--- config.mk ---
export PLATFORM = sky130hd
export DESIGN_NAME = md4_hash_engine_top
export DESIGN_NICKNAME = d
export VERILOG_FILES = /design/src/md4_pkg.sv /design/src/md4_hash_engine_top.sv
export VERILOG_INCLUDE_DIRS = /design/src /design/src/src
export SDC_FILE = /design/constraint.sdc
export NUM_CORES = 2
export LEC_CHECK = 0
export BUFFER_PORTS_ARGS = -buffer_cell sky130_fd_sc_hd__buf_2
export CORE_AREA = 4 4 399 401
export DETAILED_ROUTE_END_ITERATION = 8
export DIE_AREA = 0 0 403 405
export PLACE_DENSITY = 0.47
export SYNTH_ARGS = -nofsm -noshare
export SYNTH_HDL_FRONTEND = slang
export SYNTH_SLANG_ARGS = --single-unit
export TNS_END_PERCENT = 100
--- constraint.sdc ---
create_clock -name clk -period 19.65 [get_ports clk]
set_input_delay 1.965 -clock clk [delete_from_list [all_inputs] [get_ports clk]]
set_output_delay 1.965 -clock clk [all_outputs]
set_load 0.005 [all_outputs]
--- src/md4_hash_engine_top_defines.svh ---
// assertion macros for the md4 hash engine
`ifndef MD4_HASH_ENGINE_TOP_DEFINES_SVH
`define MD4_HASH_ENGINE_TOP_DEFINES_SVH

// condition must hold in the same cycle
`define MD4_ASSERT_SAME(lbl, ante, cons, msg) \
	lbl: assert property (@(posedge clk) disable iff (!arst_n) (ante) |-> (cons)) \
		else $error(msg);

// condition must hold in the following cycle
`define MD4_ASSERT_NEXT(lbl, ante, cons, msg) \
	lbl: assert property (@(posedge clk) disable iff (!arst_n) (ante) |=> (cons)) \
		else $error(msg);

`endif

--- src/md4_pkg.sv ---
// shared types, constants and microprogram for the md4 hash engine
`timescale 1ns / 1ps

package md4_pkg;

	// request codes
	localparam logic REQ_BYTE   = 1'b0;
	localparam logic REQ_FINISH = 1'b1;

	// initial chaining words
	localparam logic [31:0] INIT_A = 32'h67452301;
	localparam logic [31:0] INIT_B = 32'hEFCDAB89;
	localparam logic [31:0] INIT_C = 32'h98BADCFE;
	localparam logic [31:0] INIT_D = 32'h10325476;

	// round additive constants
	localparam logic [31:0] K_ROUND2 = 32'h5A827999;
	localparam logic [31:0] K_ROUND3 = 32'h6ED9EBA1;

	localparam logic [7:0] PAD_BYTE  = 8'h80;
	localparam logic [5:0] PAD_LIMIT = 6'd55;
	localparam logic [5:0] LAST_POS  = 6'h3F;
	localparam logic [5:0] LAST_STEP = 6'd47;
	localparam logic [1:0] LAST_IDX  = 2'd3;
	localparam int         COUNT_W   = 61;

	typedef logic [2:0] upc_t;

	typedef struct packed {
		logic       req_type;
		logic [7:0] message_byte;
	} md4_in_t;

	typedef struct packed {
		logic [31:0] digest_word;
		logic [1:0]  word_index;
		logic        last_word;
	} md4_out_t;

	// micro-operations
	typedef enum logic [1:0] {
		UOP_WAIT,
		UOP_ROUND,
		UOP_ADD,
		UOP_EMIT
	} uop_t;

	// branch conditions
	typedef enum logic [1:0] {
		COND_NEXT,
		COND_ALWAYS,
		COND_FINISH,
		COND_SHORT_PAD
	} cond_t;

	// how the compression sees the block buffer
	typedef enum logic [1:0] {
		MODE_DATA,
		MODE_PAD,
		MODE_LEN
	} blk_mode_t;

	typedef struct packed {
		uop_t      op;
		cond_t     cond;
		blk_mode_t mode;
		upc_t      target;
	} ctl_t;

	// microprogram rom
	function automatic ctl_t prog_rom(upc_t pc);
		ctl_t c;
		case (pc)
			3'd0: c = '{UOP_WAIT,  COND_FINISH,    MODE_DATA, 3'd3};
			3'd1: c = '{UOP_ROUND, COND_NEXT,      MODE_DATA, 3'd0};
			3'd2: c = '{UOP_ADD,   COND_ALWAYS,    MODE_DATA, 3'd0};
			3'd3: c = '{UOP_ROUND, COND_NEXT,      MODE_PAD,  3'd0};
			3'd4: c = '{UOP_ADD,   COND_SHORT_PAD, MODE_PAD,  3'd7};
			3'd5: c = '{UOP_ROUND, COND_NEXT,      MODE_LEN,  3'd0};
			3'd6: c = '{UOP_ADD,   COND_NEXT,      MODE_LEN,  3'd0};
			3'd7: c = '{UOP_EMIT,  COND_ALWAYS,    MODE_DATA, 3'd0};
			default: c = '{UOP_WAIT, COND_NEXT, MODE_DATA, 3'd0};
		endcase
		return c;
	endfunction

	// message word order per step
	function automatic logic [3:0] word_order(logic [5:0] step);
		logic [3:0] j;
		logic [3:0] s;
		s = step[3:0];
		case (step[5:4])
			2'd0: j = s;
			2'd1: j = {s[1:0], s[3:2]};
			default: j = {s[0], s[1], s[2], s[3]};
		endcase
		return j;
	endfunction

	// rotate amount per round and step position
	function automatic logic [4:0] rot_amount(logic [1:0] rnd, logic [1:0] pos);
		logic [4:0] r;
		case ({rnd, pos})
			4'h0: r = 5'd3;
			4'h1: r = 5'd7;
			4'h2: r = 5'd11;
			4'h3: r = 5'd19;
			4'h4: r = 5'd3;
			4'h5: r = 5'd5;
			4'h6: r = 5'd9;
			4'h7: r = 5'd13;
			4'h8: r = 5'd3;
			4'h9: r = 5'd9;
			4'hA: r = 5'd11;
			4'hB: r = 5'd15;
			default: r = 5'd0;
		endcase
		return r;
	endfunction

endpackage

--- src/md4_hash_engine_top.sv ---
// md4 hash engine: byte gathering, microcoded compression sequencer and digest output
// a message byte is taken while the sequencer waits; every 64th byte adds one compression and its add
// finish runs one compression (two when the pad byte lands past byte 55), then four digest transfers
// the shared round unit, one md4 step per cycle, sets the compression time
// reset loads the initial chaining words and clears the byte count and sequencer
// the block buffer has no reset; every word a compression reads is written first
`timescale 1ns / 1ps
`include "md4_hash_engine_top_defines.svh"

module md4_hash_engine_top (
	input  logic              clk,
	input  logic              arst_n,
	input  logic              msg_valid,
	output logic              msg_ready,
	input  md4_pkg::md4_in_t  msg_item,
	output logic              dig_valid,
	input  logic              dig_ready,
	output md4_pkg::md4_out_t dig_item
);
	import md4_pkg::*;

	upc_t               pc_q;
	upc_t               pc_nxt;
	ctl_t               ctl;
	logic [5:0]         round_q;
	logic [1:0]         idx_q;
	logic [COUNT_W-1:0] count_q;
	logic [31:0]        chain_q [4];
	logic [31:0]        v_q [4];
	logic [31:0]        blk_q [16];
	logic [5:0]         pos;
	logic               msg_xfer;
	logic               dig_xfer;
	logic               hold;
	logic               take;
	logic               round_last;
	logic               digest_done;
	logic [3:0]         widx;
	logic [31:0]        mword;
	logic [31:0]        fval;
	logic [31:0]        kval;
	logic [31:0]        step_sum;
	logic [31:0]        step_rot;
	logic [4:0]         ramt;

	// present the buffer word with padding and length applied
	function automatic logic [31:0] form_word(blk_mode_t mode, logic [31:0] raw,
			logic [3:0] j, logic [5:0] p, logic [COUNT_W-1:0] cnt);
		logic [31:0] w;
		logic [5:0]  b;
		logic        with_len;
		w = raw;
		with_len = (mode == MODE_LEN) || ((mode == MODE_PAD) && (p <= PAD_LIMIT));
		if (mode != MODE_DATA) begin
			for (int k = 0; k < 4; k++) begin
				b = {j, 2'(k)};
				if ((mode == MODE_LEN) || (b > p)) begin
					w[8*k +: 8] = 8'h00;
				end else if (b == p) begin
					w[8*k +: 8] = PAD_BYTE;
				end
			end
		end
		if (with_len && (j == 4'd14)) begin
			w = {cnt[28:0], 3'b000};
		end else if (with_len && (j == 4'd15)) begin
			w = cnt[COUNT_W-1:29];
		end
		return w;
	endfunction

	// decode of the current control word
	assign ctl         = prog_rom(pc_q);
	assign pos         = count_q[5:0];
	assign msg_ready   = (ctl.op == UOP_WAIT);
	assign dig_valid   = (ctl.op == UOP_EMIT);
	assign msg_xfer    = msg_valid && msg_ready;
	assign dig_xfer    = dig_valid && dig_ready;
	assign round_last  = (round_q == LAST_STEP);
	assign digest_done = dig_xfer && (idx_q == LAST_IDX);

	// digest output straight from the chaining registers
	assign dig_item.digest_word = chain_q[idx_q];
	assign dig_item.word_index  = idx_q;
	assign dig_item.last_word   = (idx_q == LAST_IDX);

	// next step of the microprogram
	always_comb begin
		hold = 1'b0;
		case (ctl.op)
			UOP_WAIT: hold = !(msg_xfer &&
				((msg_item.req_type == REQ_FINISH) || (pos == LAST_POS)));
			UOP_ROUND: hold = !round_last;
			UOP_EMIT: hold = !digest_done;
			default: hold = 1'b0;
		endcase
		case (ctl.cond)
			COND_ALWAYS: take = 1'b1;
			COND_FINISH: take = (msg_item.req_type == REQ_FINISH);
			COND_SHORT_PAD: take = (pos <= PAD_LIMIT);
			default: take = 1'b0;
		endcase
		if (hold) begin
			pc_nxt = pc_q;
		end else if (take) begin
			pc_nxt = ctl.target;
		end else begin
			pc_nxt = pc_q + 3'd1;
		end
	end

	// round function of one md4 step
	always_comb begin
		widx  = word_order(round_q);
		mword = form_word(ctl.mode, blk_q[widx], widx, pos, count_q);
		case (round_q[5:4])
			2'd0: begin
				fval = (v_q[1] & v_q[2]) | (~v_q[1] & v_q[3]);
				kval = '0;
			end
			2'd1: begin
				fval = (v_q[1] & v_q[2]) | (v_q[1] & v_q[3]) | (v_q[2] & v_q[3]);
				kval = K_ROUND2;
			end
			default: begin
				fval = v_q[1] ^ v_q[2] ^ v_q[3];
				kval = K_ROUND3;
			end
		endcase
		ramt     = rot_amount(round_q[5:4], round_q[1:0]);
		step_sum = v_q[0] + fval + mword + kval;
		step_rot = (step_sum << ramt) | (step_sum >> (6'd32 - {1'b0, ramt}));
	end

	// sequencer control registers
	always_ff @(posedge clk or negedge arst_n) begin
		if (!arst_n) begin
			pc_q    <= '0;
			round_q <= '0;
			idx_q   <= '0;
			count_q <= '0;
		end else begin
			pc_q <= pc_nxt;
			if ((ctl.op == UOP_ROUND) && !round_last) begin
				round_q <= round_q + 6'd1;
			end else begin
				round_q <= '0;
			end
			if (dig_xfer) begin
				idx_q <= idx_q + 2'd1;
			end
			if (digest_done) begin
				count_q <= '0;
			end else if (msg_xfer && (msg_item.req_type == REQ_BYTE)) begin
				count_q <= count_q + COUNT_W'(1);
			end
		end
	end

	// chaining value: add after compression, reinitialise after the digest
	always_ff @(posedge clk or negedge arst_n) begin
		if (!arst_n) begin
			chain_q[0] <= INIT_A;
			chain_q[1] <= INIT_B;
			chain_q[2] <= INIT_C;
			chain_q[3] <= INIT_D;
		end else if (digest_done) begin
			chain_q[0] <= INIT_A;
			chain_q[1] <= INIT_B;
			chain_q[2] <= INIT_C;
			chain_q[3] <= INIT_D;
		end else if (ctl.op == UOP_ADD) begin
			for (int i = 0; i < 4; i++) begin
				chain_q[i] <= chain_q[i] + v_q[i];
			end
		end
	end

	// working registers rotate one place per step, take the sum on the add and reload from the chaining words otherwise
	always_ff @(posedge clk) begin
		if (ctl.op == UOP_ROUND) begin
			v_q[0] <= v_q[3];
			v_q[1] <= step_rot;
			v_q[2] <= v_q[1];
			v_q[3] <= v_q[2];
		end else if (ctl.op == UOP_ADD) begin
			for (int i = 0; i < 4; i++) begin
				v_q[i] <= chain_q[i] + v_q[i];
			end
		end else begin
			for (int i = 0; i < 4; i++) begin
				v_q[i] <= chain_q[i];
			end
		end
	end

	// block buffer, one byte lane written per message byte
	always_ff @(posedge clk) begin
		if (msg_xfer && (msg_item.req_type == REQ_BYTE)) begin
			blk_q[pos[5:2]][8*pos[1:0] +: 8] <= msg_item.message_byte;
		end
	end

	// checks
	`MD4_ASSERT_SAME(a_one_side, msg_ready, !dig_valid, "input and digest side active together")
	`MD4_ASSERT_SAME(a_round_in_seq, round_q != 6'd0, ctl.op == UOP_ROUND,
		"round counter running outside a compression")
	`MD4_ASSERT_SAME(a_idx_in_emit, idx_q != 2'd0, ctl.op == UOP_EMIT,
		"digest index left over outside output phase")
	`MD4_ASSERT_NEXT(a_reinit, digest_done, (count_q == '0) && (chain_q[0] == INIT_A),
		"state not reinitialised after digest")

endmodule

**After elaboration in Yosys (flattened, before gate mapping)**

Memories as Yosys holds them, arrays and structs flattened.
Cells that the tools add are included.
W data, S select, Z words.

- Bits in registers: 200
- Bits in writable memories: 640
- Bits in read-only memories: 152
- Bits of input ports: 13
- Output and inout bits: 37
- Logic and storage cells: 140
- Memories kept: 4

- $add $sub $neg: 13
- Magnitude comparators: 6
- Equal/unequal tests: 18
- Shifts and indexed selects: 4
- Mux-type cells: 43
- Bitwise operators: 21
- Reduce and logical (&&, ||, !) cells: 23

Memories:

| memory | depth | bits a word | rd ports | clocked after Yosys merged registers in | wr ports | line | source |
|---|---|---|---|---|---|---|---|
| blk_q | 16 | 32 | 1 | 0 | 1 | md4_hash_engine_top.sv:30 | `logic [31:0] blk_q [16];` |
| v_q | 4 | 32 | 4 | 0 | 4 | md4_hash_engine_top.sv:29 | `logic [31:0] v_q [4];` |
| (no name shown) | 16 | 5 | 1 | 0 | 0 | md4_pkg.sv:103 | `case ({rnd, pos})` |
| (no name shown) | 8 | 9 | 1 | 0 | 0 | md4_pkg.sv:73 | `case (pc)` |

Operator list:

| operator | number |
|---|---|
| $mux W32 | 14 |
| $mux W128 | 2 |
| $add A32 B32 Y32 | 7 |
| $and A32 B32 Y32 | 4 |
| $or A32 B32 Y32 | 4 |
| $mux W61 | 2 |
| $bmux W32 S2 | 1 |
| $mux W8 | 8 |
| $pmux W32 S2 | 1 |
| $xor A32 B32 Y32 | 2 |
| $pmux W31 S2 | 1 |
| $add A61 B1 Y61 const B | 1 |
| $neg A5 Y34 | 1 |
| $shift A8 B34 Y32 const A | 1 |
| $shiftx A8 B34 Y32 | 1 |
| $not A32 Y32 | 1 |
| $shl A32 B5 Y32 | 1 |
| $shr A32 B6 Y32 | 1 |
| $eq A6 B6 Y1 | 4 |
| $gt A6 B6 Y1 | 4 |
| $eq A2 B2 Y1 const B | 6 |
| $eq A6 B6 Y1 const B | 2 |
| $logic_and A1 B1 Y1 | 9 |
| $mux W1 | 9 |
| other kinds (19) | 41 |

**Depth between registers and ports, before layout**

- Depth after elaboration: 14
- Mapped depth: 35
- Gate-level depth less buffers: 31

**Worst setup path before layout**

Ideal clock, no wire load.

- Kind: flip-flop to flip-flop
- Start point: register round_q[3]
- End point: memory v_q[1][0] (data pin)
- Library setup time: 274 ps
- Arrival time: 6936 ps
- Required time: 19376 ps
- Slack: 12440 ps
- Cell stages (with the launch flop): 35
- Path buffers: 5
- Period minus slack after synthesis: 7210 ps
- Cells stage by stage: dfrtp_1 > clkbuf_1 > mux2i_1 > o21a_1 > inv_2 > buf_2 > buf_2 > buf_1 > ha_1 > and3_1 > nand2_1 > nand2_1 > nor2_1 > a21oi_1 > a21oi_1 > nand2_1 > nor2_1 > a221o_1 > o21ai_0 > fa_1 > inv_1 > fa_1 > ha_1 > a21o_1 > a31o_2 > buf_2 > a211o_1 > a21oi_1 > o21ai_0 > xor2_1 > mux2i_1 > o22ai_1 > or3_1 > o211ai_1 > a31oi_1

RTL lines:

| element | line | source |
|---|---|---|
| from (decl) | md4_hash_engine_top.sv:25 | `logic [5:0] round_q;` |
| from (signal assigned) | md4_hash_engine_top.sv:145 | `round_q <= round_q + 6'd1;` |
| to (decl) | md4_hash_engine_top.sv:29 |  |

==> results.yml <==
outcome:
  outcome: "finished clean"
detailed_routing:
  drc_errors: 0
  first_iter_violations: 2906
  via_count: 36800
  dr.pass1.iters: 7
  finalWirelength_um: 168000
  viasPerCell: 5.48
  antenna_left: 0
  wl_per_cell_um: 25.0
clock_network:
  clk_path_buf_depth: 3
  cts_buffers: 99
  clkTransAtPathRegs_ns: 0.06
  cts_resized: 0
  cts_hold_buf: 0
  insertion_delay_ns: 0.77
  clock_sinks: 840
  tritoncts: "done"
  htreeDepth: 3
  postCtsSetupBuffers: 0
  cts-root-buf: "clkbuf_16"
sta:
  grt_setup_unrepaired: "no"
  finalSetupViolCount: 0
  max_freq_mhz: 110
  hold_ws_ns: 0.522
  fin_skew_ns: 0.0495
  tightest_slew_ns: 1.36
  slew_violations: 0
  period_share_pct: 46.1
  tns_ns: 0
  fin_crit_ns: 9.05
  hold_viol_final: 0
  setup_ws_ns: 10.60
  max_slew_margin_pct: 6.89
synth:
  yosysTopAreaCellShare_pct: 35.0
  synth_xor_area_share_pct: 3.52
  synthAdderAreaFrac_pct: 8.41
  synthSimpleGateAreaFrac_pct: 13.2
  synth_cell_type_count: 102
  synth_top_family_by_area: "compound AO/OA/AOI/OAI gates"
  ys.flop_type: "edfxtp_1"
  yosys-mux-area-fraction_pct: 9.03
  synthCells: 4616
  ys_async_sr_fraction_pct: 23.8
  yosys-top-cells-area: "edfxtp_1 35%, dfrtp_1 6.9%, mux4_2 5.6%, ha_1 4.7%, nand2_1 4.7%"
  synth.cell_area_mm2: 0.0495
  synth-edff-count: 576
  yosys_warnings: 0
  postSynthAreaPerCell_um2: 10.7
  yosys.area.top_type: "edfxtp_1"
  synth_nets: 4907
  synth.most_common_cell: "nand2_1"
  synth-seq-area-share_pct: 47.8
  ys_ff_latch: 840
  synthTopCellsByCount: "617 x nand2_1, 576 x edfxtp_1, 425 x nor2_1, 311 x a21oi_1, 267 x o21ai_0"
  synth_compound_area_share_pct: 14.9
critical_path:
  cp_max_fo: 44
  crit_required_ns: 20.09
  timing.rr.start: "round_q[0]"
  cp_data_arrival_time_ns: 9.49
  r2r_end: "v_q[1][2]"
  critPathCaptureType: "flip-flop"
  r2r_cells: 26
  reg2reg_slack_ns: 10.60
  critical_path.startpoint_type: "flip-flop"
  crit_type: "reg2reg"
grt:
  grt_pass1_wl_um: 251000
  grt_pass1_vias: 36300
  grt_start_max_net_pins: 117
  grt_usage_pct: 20.4
  antenna_found_initial: 1
  overflow: 0
final_layout:
  final_util_pct: 35.5
  multi_input_area_mm2: 0.0244
  regArea_mm2: 0.0237
  fill_cells: 15600
  area_delta_synth_final_pct: 11.6
  antenna_cells: 0
  drive_gt1_share_pct: 11.5
  fin_nets: 4864
min_path:
  hp-start: "chain_q[34]"
  hold-path-cell-count: 2
  min_to: "chain_q[34]"
  min_path_type: "reg2reg"
power:
  p_clk_share_pct: 50.1
  p_leak_nw: 20.2
  power_switching_mw: 0.819
  p_int_mw: 2.98
  worst_ir_drop_vdd_v: 0.0000699
  combPwrFrac_pct: 0.5
  p_seq_share_pct: 49.4
  p_per_area_mw_per_mm2: 68.9
  swShare_pct: 21.5
floorplan:
  die_x_um: 403
  dieArea_mm2: 0.163
  ios: 50
  initial_core_util_pct: 31.8
  coreArea_mm2: 0.156
  row_count: 145
  die_y_um: 405
placement:
  port_buffers: 49
  dp_hpwl_um: 119000
  gp_congestion: 0.903
  pre_cts_slack_ns: 10.67
flow_run:
  cap_violations: 0
cells in the final DEF, fill, tap and decap left out, types with 15 or more instances in the layout:
cell type  instances
xor2_1            77
nand2_1          616
xnor2_1          113
or3_1             26
mux2i_1          157
nand3_1           94
clkbuf_16        101
o211ai_1          34
nor2_1           424
a21boi_0          15
o21a_1            36
clkbuf_1          24
nand4_1           27
fa_1              91
nor2b_1           30
nor3_1            61
inv_1            131
a31o_2            15
dfxtp_1           64
a221oi_1          25
buf_4             57
a221o_1           22
and2_1            60
mux4_2           122
a21oi_1          309
a21o_1            92
buf_2             48
and3_1            62
edfxtp_1         576
ha_1             184
nand2b_1          22
dfrtp_1          132
a31oi_1           69
o21ai_0          267
a211oi_1          51
o22ai_1           23
clkinv_2          19
dfstp_2           64
sequential cells by signal (all words and copies together), names as in the netlist:
name	flops
v_q	128
round_q	6
chain_q	128
blk_q	512
idx_q	2
count_q	61
pc_q	3
worst max-delay path, stage by stage, from the launching register on:
cell      delay (ns)
dfrtp_1         0.62
mux2i_1         0.20
o21ai_4         0.55
buf_4           0.67
ha_1            0.37
and2_1          0.17
a21oi_1         0.14
o22ai_1         0.15
nor2_1          0.49
o221ai_1        0.29
a31oi_1         0.46
a211oi_1        0.09
a21oi_1         0.42
fa_1            0.54
ha_1            0.31
ha_1            0.35
o21ai_1         0.15
a211oi_4        0.42
and3_1          0.31
o211ai_1        0.16
a211o_1         0.30
xor2_1          0.39
o21ai_0         0.22
a21boi_0        0.53
a21oi_1         0.17
o21ai_0         0.18
a31oi_1         0.09
how the worst max path moves through the flow:
stage / from / to / slack (ns)
2_1_floorplan: round_q[3] / v_q[1][0] / 12.44
3_3_place_gp: round_q[0] / v_q[1][4] / 10.78
3_5_place_dp: round_q[0] / v_q[1][2] / 10.67
4_1_cts: round_q[0] / v_q[1][2] / 10.63
5_1_grt: round_q[0] / v_q[1][2] / 9.94
6_report: round_q[0] / v_q[1][2] / 10.60
stage by stage:
stage               instance area (µm²)  power [mW]  instances
global placement                  51900        1.93       6530
global route                      55200        3.92       6710
floorplan                         49500        1.92       4616
detailed placement                51900        1.93       6530
CTS                               55200        3.84       6710
finish                            55200        3.80       6710
cell families (layout without fill, tap and decap cells):
group                      count (synthesis)  count (layout)
and+or+nand+nor                         1479            1479
xor gates and xnor gates                 194             194
buffers and inverters                    390             426
muxes                                    292             292
DFF                                      840             840
AOI/OAI and AO/OA                       1143            1143
adders and majority gates                278             278
area by class of cell:
| cell class | instances | share of cell area (%) |
|---|---|---|
| Tap cell | 2058 | 4.66 |
| Sequential cell | 840 | 42.9 |
| Clock buffer | 131 | 4.89 |
| Clock inverter | 49 | 1.15 |
| Inverter | 139 | 0.961 |
| Multi-Input combinational cell | 3386 | 44.2 |
| Timing Repair Buffer | 107 | 1.27 |
power by group through the flow:
stage | clock [mW] | sequential [mW] | combinational [mW]
3_3_place_gp | 0 | 1.91 | 0.0208
6_report | 1.91 | 1.88 | 0.0195
5_1_grt | 2.02 | 1.88 | 0.0220
2_1_floorplan | 0 | 1.91 | 0.00273
3_5_place_dp | 0 | 1.91 | 0.0208
4_1_cts | 1.94 | 1.88 | 0.0207
routing by layer:
layer / share of wire (%) / vias up / GRT usage (%)
met5: 0 / - / 0
met4: 2.3 / 0 / 4.79
met3: 4.5 / 205 / 2.62
met2: 47 / 1001 / 33.2
met1: 47 / 18600 / 28.9
li1: - / 17000 / -
Power figures use the tool's default switching activity.
